[config.mk]
export PLATFORM = sky130hd
export DESIGN_NAME = sala_apb
export DESIGN_NICKNAME = d
export VERILOG_FILES = /design/src/hdl/sala_pkg.sv /design/src/hdl/sala_apb.sv
export SDC_FILE = /design/constraint.sdc
export NUM_CORES = 1
export LEC_CHECK = 0
export ABC_AREA = 1
export BUFFER_PORTS_ARGS = -buffer_cell sky130_fd_sc_hd__buf_2
export CAP_MARGIN = 40
export CORE_ASPECT_RATIO = 0.6
export CORE_MARGIN = 2
export CORE_UTILIZATION = 27
export CTS_CLUSTER_SIZE = 14
export DETAILED_ROUTE_END_ITERATION = 12
export PLACE_DENSITY_LB_ADDON = 0.2
export REMOVE_ABC_BUFFERS = 1
export SLEW_MARGIN = 5
export SYNTH_ARGS = -nofsm -noshare
export SYNTH_HDL_FRONTEND = slang
export SYNTH_SLANG_ARGS = --single-unit
[constraint.sdc]
create_clock -name i_clk -period 1.2 [get_ports i_clk]
set_clock_uncertainty 0.1 [all_clocks]
set_input_delay 0.06 -clock i_clk [delete_from_list [all_inputs] [get_ports i_clk]]
set_output_delay 0.06 -clock i_clk [all_outputs]
set_load 0.02 [all_outputs]
[src/hdl/sala_pkg.sv]
// ----------------------------------------------------------------------------
// sala_pkg
// Types and constants of the size-aware LRU cache tracker.
// ----------------------------------------------------------------------------
`default_nettype none

package sala_pkg;

    localparam int MAX_ENTRIES = 64;
    localparam int KEY_BITS    = 64;
    localparam int IDX_W       = $clog2(MAX_ENTRIES);
    localparam int CNT_W       = $clog2(MAX_ENTRIES + 1);
    localparam int CAP_W       = 40;
    localparam int SIZE_W      = 32;
    localparam int KEY_W       = 64;
    localparam int STAT_W      = 2;
    localparam int EVC_W       = 7;
    localparam int APB_DW      = 64;
    localparam int APB_AW      = 4;

    localparam logic [CAP_W-1:0]  CAP_RESET   = CAP_W'(1048576);
    localparam logic [APB_AW-1:0] ADDR_CAP    = APB_AW'(0);
    localparam logic              CMD_ACCESS  = 1'b0;
    localparam logic              CMD_REMOVE  = 1'b1;

    typedef enum logic [STAT_W-1:0] {
        STAT_OK     = 2'd0,
        STAT_ZERO   = 2'd1,
        STAT_BYPASS = 2'd2,
        STAT_ABSENT = 2'd3
    } t_status;

    typedef enum logic [2:0] {
        OP_HOLD,
        OP_FROM_PREV,
        OP_FROM_NEXT,
        OP_LOAD,
        OP_CLEAR
    } t_cell_op;

    typedef struct packed {
        logic                valid;
        logic [KEY_BITS-1:0] key;
        logic [SIZE_W-1:0]   size;
    } t_cell_data;

endpackage

`default_nettype wire

[src/hdl/sala_apb.sv]
// ----------------------------------------------------------------------------
// sala_apb
// Register port holding the cache capacity in bytes.
// ----------------------------------------------------------------------------
`default_nettype none

module sala_apb import sala_pkg::*; (
    input  logic              i_clk,
    input  logic              i_rst_n,
    input  logic              psel,
    input  logic              penable,
    input  logic              pwrite,
    input  logic [APB_AW-1:0] paddr,
    input  logic [APB_DW-1:0] pwdata,
    output logic [APB_DW-1:0] prdata,
    output logic              pready,
    output logic [CAP_W-1:0]  o_cap
);

    logic [CAP_W-1:0] r_cap;

    always_ff @(posedge i_clk) begin
        if (!i_rst_n) begin
            r_cap <= CAP_RESET;
        end else if (psel && penable && pwrite && (paddr == ADDR_CAP)) begin
            r_cap <= pwdata[CAP_W-1:0];
        end
    end

    assign pready = 1'b1;
    assign prdata = (paddr == ADDR_CAP) ? APB_DW'(r_cap) : '0;
    assign o_cap  = r_cap;

endmodule

`default_nettype wire

==> impl_results.md <==
- H-tree depth: 2
- Clk buf depth: 2
- Period minus WS final: ~1100 ps
- Largest net degree at the start of global routing: 40
- Clock Latency Late Sink: 270 ps
- Avg Inst Size Synth: 6.22 um2
- Finished Core Util: 38.4%
- Crit-path max cell delay: 370 ps
- Total length of routed wires: 6510 um
- Cell taking the most area after synthesis: dfxtp_1
- Crit-path leading delay family: flip-flops
- Main area contributors after synthesis: dfxtp_1 (34%), nor2_1 (19%), inv_1 (13%), nand4_1 (10%), buf_4 (9.3%)
- CP Buf/Inv Count: 2
- Vias per Instance: about 4
- Ys Warns: 0
- 1st-iter DRT viols: 85
- First-pass GRT wire length: 11100 um
- Hold depth: 5
- DIE AREA: 0.00947 mm2
- Root Buffer: clkbuf_16
- TritonCTS buffer count: 5
- CP cell instances: inv_1 -> nor2_1 -> buf_2
- Total Neg Setup Slack: 0 ps
- Row count: 26
- Gr usage total: between 10% and 20%
- Synth-to-Final Area Change: 38.5%
- CTS tree: done
- Yosys reg bits: 40
- Most common cell after layout, fill and taps aside: buf_2
- Kind of critical path: flop to output port
- Achievable Freq: 894 MHz
- Mapped cell area: 0.00234 mm2
- Total power draw: 3.11 mW
- Wire per inst: 10.5 um
- Peak supply drop: 517 uV
- Max reg flops: 40
- Post-Synthesis Cells: 377
- Pwr dens: 960 mW/mm2
- Vias in the first global route: 2316
- Die X: 124 um
- Sequential-to-total area share from yosys stat: approximately a third
- Final hold violations: 0
- Global route overflow: 0
- Nets@finish: 580
- Antenna-violating nets left: 0
- Worst min path class: input pin to flop
- Outcome: finished, final reports clean
- Port buffer count: approximately 130
- Clock sinks: 40
- Layout cells sized above 1: 30.8%
- RSZ-0062 raised after global routing: no
- Initial core utilization: 27.7%
- CP endpoint kind: output port
- Worst Path Arrival: about 960 ps
- Period utilization: a little over 90%
- DR vias: ~2500
- Worst Reg-to-Reg Cells: 2
- Critical Path Slowest Stage Cell: dfxtp_1
- Placer congestion estimate: 0.743
- Post-synth top area share: 34.2%
- Pre-antenna DRT Iters: 4
- Leakage power: roughly 1.7 nW
- Core Region: 0.00846 mm2
- Final hold slack: between 0.6 and 0.7 ps
- Worst Setup Start Kind: flop
- CP Data Required Time: about 1000 ps
- # diodes: 0
- Synth cell types: 16
- Commonest non-fill, non-tap cells in the layout: buf_2 (127), nor2_1 (118), inv_1 (80), nand2_1 (41)
- Initial antenna violation count: 0
- Clk slew on worst S/H paths: roughly 60 ps
- Post-DP HPWL: 4870 um
- Max cap viols: 0
- Die Ht: 76.2 um
- Slew Viols, Final: 0
- Final setup viols: 0
- # DRC: 0
- Num ports: 178
- Worst-path fanout max: 3
- CP Depth: 3
cells by family (layout without fill, tap and decap cells):
| family | after synthesis | count (layout) | synth area share [%] |
|---|---|---|---|
| other cells | 2 | 25 | 0.320 |
| flops | 40 | 40 | 34.2 |
| buf+inv | 129 | 236 | 27.0 |
| compound gates | 1 | 1 | 0.213 |
| simple gates | 205 | 205 | 38.3 |
power breakdown:
part           internal [mW]  total, mW  leakage (nW)  switching (mW)
Clock                  0.872       1.36        0.0760           0.490
Sequential              1.34       1.35         0.323         0.00776
Combinational          0.144      0.407          1.35           0.264
final timing paths:
check / startpoint / to / slack (ps)
min reg2reg: o_cap[15] / o_cap[15] / 400
min: pwdata[14] / o_cap[14] / 0.6
max: o_cap[25] / prdata[25] / 80
max reg2reg: o_cap[9] / o_cap[9] / 500
metrics by stage:
stage	instance area, um2	std cells	setup WS [ps]
final	3250	619	81.0
after detailed placement	3020	606	18.4
after CTS	3230	619	26.7
after global placement	3020	606	50.4
after floorplan	2100	351	-800
after global routing	3250	619	1.40
routing by layer:
metal / vias to the layer above / GRT usage (%) / share of wire, %
li1: 1324 / - / -
met1: 1075 / 18.7 / 50
met2: 97 / 22.8 / 41
met3: 2 / 4.35 / 8.4
met4: 0 / 2.36 / 0.37
met5: - / 0 / 0
synth_stat cells:
cell type    n
nor2_4       3
nand2_1     41
dfxtp_1     40
o21ai_0      1
buf_1        7
buf_2        8
inv_1       80
nand2_2      1
nand4_1     39
nor2_2       1
buf_4       29
buf_6        4
clkbuf_1     1
nand3_1      2
conb_1       2
nor2_1     118
cell type report:
type	count	area, um2
clock buffers	7	153
fillers	928	5210
inverters	80	300
multi-input cells	231	1010
flip-flops and latches	40	802
well taps	112	140
repair buffers	149	845
repair_timing:
item                                    in CTS  in global routing
resized for setup                            0                  4
hold endpoints to repair                     6                  0
buffers inserted                             0                  0
endpoints found under the setup margin       0                 25
hold buffers                                 6                  0
worst reg2reg max path: cells and delay by family, from the launching register on:
kind	cells	cell delay, ps
simple gates	2	160
flops	1	330
(Power assumes the default switching activity.)
