$ cat src/hdl/sala_pkg.sv
// ----------------------------------------------------------------------------
// sala_pkg
// Types and constants of the size-aware LRU cache tracker.
// ----------------------------------------------------------------------------
`default_nettype none

package sala_pkg;

    localparam int MAX_ENTRIES = 64;
    localparam int KEY_BITS    = 64;
    localparam int IDX_W       = $clog2(MAX_ENTRIES);
    localparam int CNT_W       = $clog2(MAX_ENTRIES + 1);
    localparam int CAP_W       = 40;
    localparam int SIZE_W      = 32;
    localparam int KEY_W       = 64;
    localparam int STAT_W      = 2;
    localparam int EVC_W       = 7;
    localparam int APB_DW      = 64;
    localparam int APB_AW      = 4;

    localparam logic [CAP_W-1:0]  CAP_RESET   = CAP_W'(1048576);
    localparam logic [APB_AW-1:0] ADDR_CAP    = APB_AW'(0);
    localparam logic              CMD_ACCESS  = 1'b0;
    localparam logic              CMD_REMOVE  = 1'b1;

    typedef enum logic [STAT_W-1:0] {
        STAT_OK     = 2'd0,
        STAT_ZERO   = 2'd1,
        STAT_BYPASS = 2'd2,
        STAT_ABSENT = 2'd3
    } t_status;

    typedef enum logic [2:0] {
        OP_HOLD,
        OP_FROM_PREV,
        OP_FROM_NEXT,
        OP_LOAD,
        OP_CLEAR
    } t_cell_op;

    typedef struct packed {
        logic                valid;
        logic [KEY_BITS-1:0] key;
        logic [SIZE_W-1:0]   size;
    } t_cell_data;

endpackage

`default_nettype wire

$ cat src/hdl/sala_cell.sv
// ----------------------------------------------------------------------------
// sala_cell
// One place of the recency list: holds a key and a size, compares the key.
// ----------------------------------------------------------------------------
`default_nettype none

module sala_cell import sala_pkg::*; (
    input  logic                i_clk,
    input  logic                i_rst_n,
    input  t_cell_op            i_op,
    input  t_cell_data          i_prev,
    input  t_cell_data          i_next,
    input  t_cell_data          i_new,
    input  logic [KEY_BITS-1:0] i_key,
    output t_cell_data          o_data,
    output logic                o_match
);

    logic                r_valid;
    logic [KEY_BITS-1:0] r_key;
    logic [SIZE_W-1:0]   r_size;
    t_cell_data          n_data;

    always_comb begin
        n_data = '{valid: r_valid, key: r_key, size: r_size};
        case (i_op)
            OP_HOLD:      n_data = '{valid: r_valid, key: r_key, size: r_size};
            OP_FROM_PREV: n_data = i_prev;
            OP_FROM_NEXT: n_data = i_next;
            OP_LOAD:      n_data = i_new;
            OP_CLEAR:     n_data.valid = 1'b0;
            default:      n_data = '{valid: r_valid, key: r_key, size: r_size};
        endcase
    end

    always_ff @(posedge i_clk) begin
        if (!i_rst_n) begin
            r_valid <= 1'b0;
        end else begin
            r_valid <= n_data.valid;
        end
    end

    always_ff @(posedge i_clk) begin
        r_key  <= n_data.key;
        r_size <= n_data.size;
    end

    assign o_data  = '{valid: r_valid, key: r_key, size: r_size};
    assign o_match = r_valid && (r_key == i_key);

endmodule

`default_nettype wire

$ cat config.mk
export PLATFORM = sky130hd
export DESIGN_NAME = sala_cell
export DESIGN_NICKNAME = d
export VERILOG_FILES = /design/src/hdl/sala_pkg.sv /design/src/hdl/sala_cell.sv
export SDC_FILE = /design/constraint.sdc
export NUM_CORES = 1
export LEC_CHECK = 0
export BUFFER_PORTS_ARGS = -buffer_cell sky130_fd_sc_hd__buf_2
export CAP_MARGIN = 40
export CORE_AREA = 2 2 180 182
export DETAILED_ROUTE_END_ITERATION = 8
export DIE_AREA = 0 0 182 184
export GPL_ROUTABILITY_DRIVEN = 0
export HOLD_SLACK_MARGIN = 0.08
export PLACE_DENSITY_LB_ADDON = 0.1
export SYNTH_ARGS = -nofsm -noshare
export SYNTH_HDL_FRONTEND = slang
export SYNTH_SLANG_ARGS = --single-unit
$ cat constraint.sdc
create_clock -name i_clk -period 6.15 [get_ports i_clk]
set_clock_uncertainty 0.2 [all_clocks]
set_input_delay 0.3075 -clock i_clk [delete_from_list [all_inputs] [get_ports i_clk]]
set_output_delay 0.3075 -clock i_clk [all_outputs]
set_load 0.02 [all_outputs]
==> run summary <==
MIN PATH
-------------------------------------------------------------------------------------------------
Capture endpoint of the worst hold path                                                r_size[11]
Worst hold path depth                                                                           3
Hold Crit Start                                                                        i_prev[11]
Path type of the worst min-delay path                                                input pin to flip-flop

STA
-------------------------------------------------------------------------------------------------
Max transition margin                                                                      45.92%
Share of the clock period used by the worst path after layout                              47.07%
Pin slew with the least headroom to its limit                                           0.8113 ns
TNS Setup                                                                                    0 ns
Final setup violation count                                                                     0
Post-layout min period                                                                   2.895 ns
Final hold violation count                                                                      0
Highest Clock Rate                                                                      345.5 MHz
Number of slew-limit violations in the final report                                             0
Setup repair after global routing missed its margin                                            no

CTS
-------------------------------------------------------------------------------------------------
Number of clock buffers inserted by TritonCTS                                                   9
Clock slew at the register clock pins of the worst setup and hold paths                   0.07 ns
Level count of the clock H-tree                                                                 3
# resized after CTS                                                                             0
Post-CTS setup buffer count                                                                     0
Clock tree root buffer cell                                                             clkbuf_16
Insertion delay to the later sink of the worst-skew pair                                  0.35 ns
Number of buffers added to fix hold violations after cts                                       94
Number of sinks on the clock net                                                               97
Clock tree from TritonCTS                                                                     yes
Maximum clock insertion buffer count                                                            2

FINAL LAYOUT
-------------------------------------------------------------------------------------------------
Number of standard cells in the final layout excluding fillers                              1,472
# nets final                                                                                1,424
Area growth syn-to-layout                                                                  69.39%
Count of fill cells added during filler insertion                                           3,364
Core Util, Final                                                                           30.71%
Proportion of layout cells with a drive suffix above 1                                     45.00%

SETUP PATH
-------------------------------------------------------------------------------------------------
Number of cells on the worst reg-to-reg path                                                    2
Critical Path AT                                                                          2.39 ns
Critical path cell sequence                                                          xor2_1 > nor4_1 > nand4_1 > nor4_2 > buf_2
Endpoint of the worst-slack reg-to-reg timing path                                        r_valid
Delay-heaviest family, CP                                                            simple AND/OR/NAND/NOR gates
Launch instance of the worst register-to-register path                                    r_valid
Largest driver fanout on the critical path                                                      2
Buffers & Inverters on Critical Path                                                            1
Slowest cell on crit path                                                                  nor4_1
Crit path largest cell delay                                                              0.67 ns
Category of the critical setup timing path                                           flip-flop to output port
Required arrival time at the worst endpoint                                               5.64 ns
Crit start category                                                                     flip-flop
Minimum setup slack among reg-to-reg paths                                                5.16 ns
Critical Path Sink Type                                                               output port

YOSYS
-------------------------------------------------------------------------------------------------
Synthesized-area fraction occupied by xor and xnor cells                                   7.850%
Yosys reg bits                                                                                 97
Number of distinct library cell variants in the gate-level netlist after synthesis             27
Mux cell area share after synthesis                                                        17.06%
Simple-Gate Fraction of Synth Area                                                         9.169%
Top cell type by total area after synthesis                                              edfxtp_1
Top_reg_cell synth                                                                       edfxtp_1
Share of synthesized flip-flops with an asynchronous set or reset                              0%
Largest family of logic cells by synthesized area                                    multiplexers
Syn Inst Count                                                                                529
Synth Area per Inst                                                                     10.76 um2
Count of synthesis-stage warnings from yosys                                                    0
Post-Synth Adder-Cell Area                                                                     0%
Share of the synthesized area in the top cell type                                         50.66%
Ranking of synthesized cells by area                                                 edfxtp_1 51%, mux2i_1 17%, o21ai_1 7.0%
Number of synthesized flops with an enable pin                                                 96
Post-synth net total                                                                          889
Fraction of the mapped netlist area in compound gates                                      10.73%
Seq/Total Area, Yosys                                                                      51.01%
Mapped cell area                                                                         5690 um2

POWER
-------------------------------------------------------------------------------------------------
Switching power as a share of total power                                                  29.23%
Sequential group share of total power                                                       42.6%
Share of total power in the clock network                                                   30.5%
Pwr/cell area                                                                        207.0 nW/um2
Internal Dissipation                                                                     1.412 mW
Maximum vdd ir drop                                                                     0.1158 mV
Leakage power of the design                                                              4.572 nW
Psw                                                                                     0.5831 mW
Combinational Power Share                                                                   26.9%

DRT
-------------------------------------------------------------------------------------------------
Total wirelength of the detailed-routed design                                           24.66 mm
Via count                                                                                   5,900
Detailed Routing Iterations Pass 1                                                              4
Via-per-instance ratio                                                                      4.008
DRC violation total after the first TritonRoute iteration                                     183
Number of nets still failing antenna checks after routing                                       0
WL/cell                                                                                  16.75 um
Residual DRC                                                                                    0

GRT
-------------------------------------------------------------------------------------------------
GR Overflow Total                                                                               0
Largest net degree at the start of global routing                                              88
Global-route usage over all layers                                                         14.20%
Wire length of the first global-routing pass                                             35.10 mm
Via count of the first global-routing pass                                                  5,978
Initial antenna violation count                                                                 2

FLOORPLANNING
-------------------------------------------------------------------------------------------------
Initial Util                                                                               18.13%
Number of placement rows                                                                       65
Chip height                                                                                184 um
Die extent in x                                                                            182 um
Area of the placeable core                                                             31,390 um2
Floorplan die area                                                                     33,490 um2
I/O pin total                                                                                 458

PLACEMENT
-------------------------------------------------------------------------------------------------
DPL Wire Length                                                                          20.16 mm
Number of cells in the design after placement                                               1,361
Input/output buffers                                                                          457

JOB
-------------------------------------------------------------------------------------------------
MaxCap Viol Count                                                                               0

STATUS
-------------------------------------------------------------------------------------------------
Status                                                                               finished clean

==> cell type report <==
type                    count  area, um2  share of cell area [%]
repair buffers            557       3299                   34.23
flip-flops and latches     97       2903                   30.11
multi-input cells         384       2565                   26.61
well taps                 402      503.0                   5.218
clock buffers               9      225.2                   2.336
clock inverters             7      85.08                  0.8827
inverters                  15      56.30                  0.5841
diodes                      1      2.502                 0.02596
==> synthesized netlist by cell type (9+ instances only) <==
library cell	instances
mux2i_1	97
nand2_1	97
edfxtp_1	96
o21ai_1	80
xnor2_1	35
o21ai_0	17
xor2_1	16
inv_1	15
buf_2	13
buf_4	11
nand4_1	10
clkbuf_1	9
==> worst reg2reg max path: stages (launching register included) <==
cell and delay (ns):
dfxtp_1 0.43, o221ai_1 0.15, a21oi_1 0.14
==> per-stage QoR <==
step                hold slack [ns]  setup slack, ns  area, um2  power, mW
floorplan                    0.2452           0.6774       5690      1.115
global placement             0.3749            3.493       8358      1.365
detailed placement           0.3688            3.459       8386      1.365
CTS                         0.08141            3.076       9637      2.041
global route                0.08765            3.043       9639      2.109
finish                      0.09150            3.255       9639      1.995
==> power by group through the flow <==
| stage | Sequential (mW) | Combinational [mW] | Clock, mW |
|---|---|---|---|
| 2_1_floorplan | 0.940 | 0.175 | 0 |
| 3_3_place_gp | 0.865 | 0.500 | 0 |
| 3_5_place_dp | 0.866 | 0.499 | 0 |
| 4_1_cts | 0.852 | 0.549 | 0.640 |
| 5_1_grt | 0.858 | 0.589 | 0.662 |
| 6_report | 0.849 | 0.538 | 0.608 |
==> layer usage <==
| metal | global-route usage [%] | vias to the layer above | wire [um] |
|---|---|---|---|
| met5 | 0 | - | 12 |
| met2 | 25.98 | 290 | 12510 |
| met3 | 4.378 | 10 | 2003 |
| met4 | 3.194 | 2 | 176 |
| li1 | - | 2988 | - |
| met1 | 16.16 | 2610 | 9956 |
==> placed cells by master, fill, tap and decap left out, types with 2 or more instances in the layout <==
master	instances
a21oi_1	4
a221oi_1	4
buf_2	456
buf_4	5
bufinv_16	2
clkbuf_16	9
clkinv_1	2
clkinv_2	2
dlygate4sd3_1	94
edfxtp_1	96
inv_1	15
mux2i_1	97
nand2_1	97
nand4_1	10
nor2_1	3
nor4_1	5
nor4_2	2
o21ai_0	17
o21ai_1	80
o22ai_1	4
o2bb2ai_1	2
xnor2_1	35
xor2_1	16
==> registers in the layout, summed over array words and instances (netlist names) <==
signal	flops
r_valid	1
r_size	32
r_key	64
==> kinds of logic after synthesis <==
group	count (synthesis)
flops	97
buf+inv	48
simple gates	122
xor+xnor	51
mux	97
compound gates	114
==> worst max path at each step <==
stage	slack [ns]	to	cells past startpoint	startpoint
2_1_floorplan	0.68	r_key[0]	4	i_op[0]
3_3_place_gp	3.49	o_match	7	i_key[53]
3_5_place_dp	3.46	o_match	7	i_key[53]
4_1_cts	3.08	o_match	5	r_valid
5_1_grt	3.04	o_match	5	r_valid
6_report	3.26	o_match	5	r_key[20]
No activity file was read; power rests on OpenSTA's default activity.
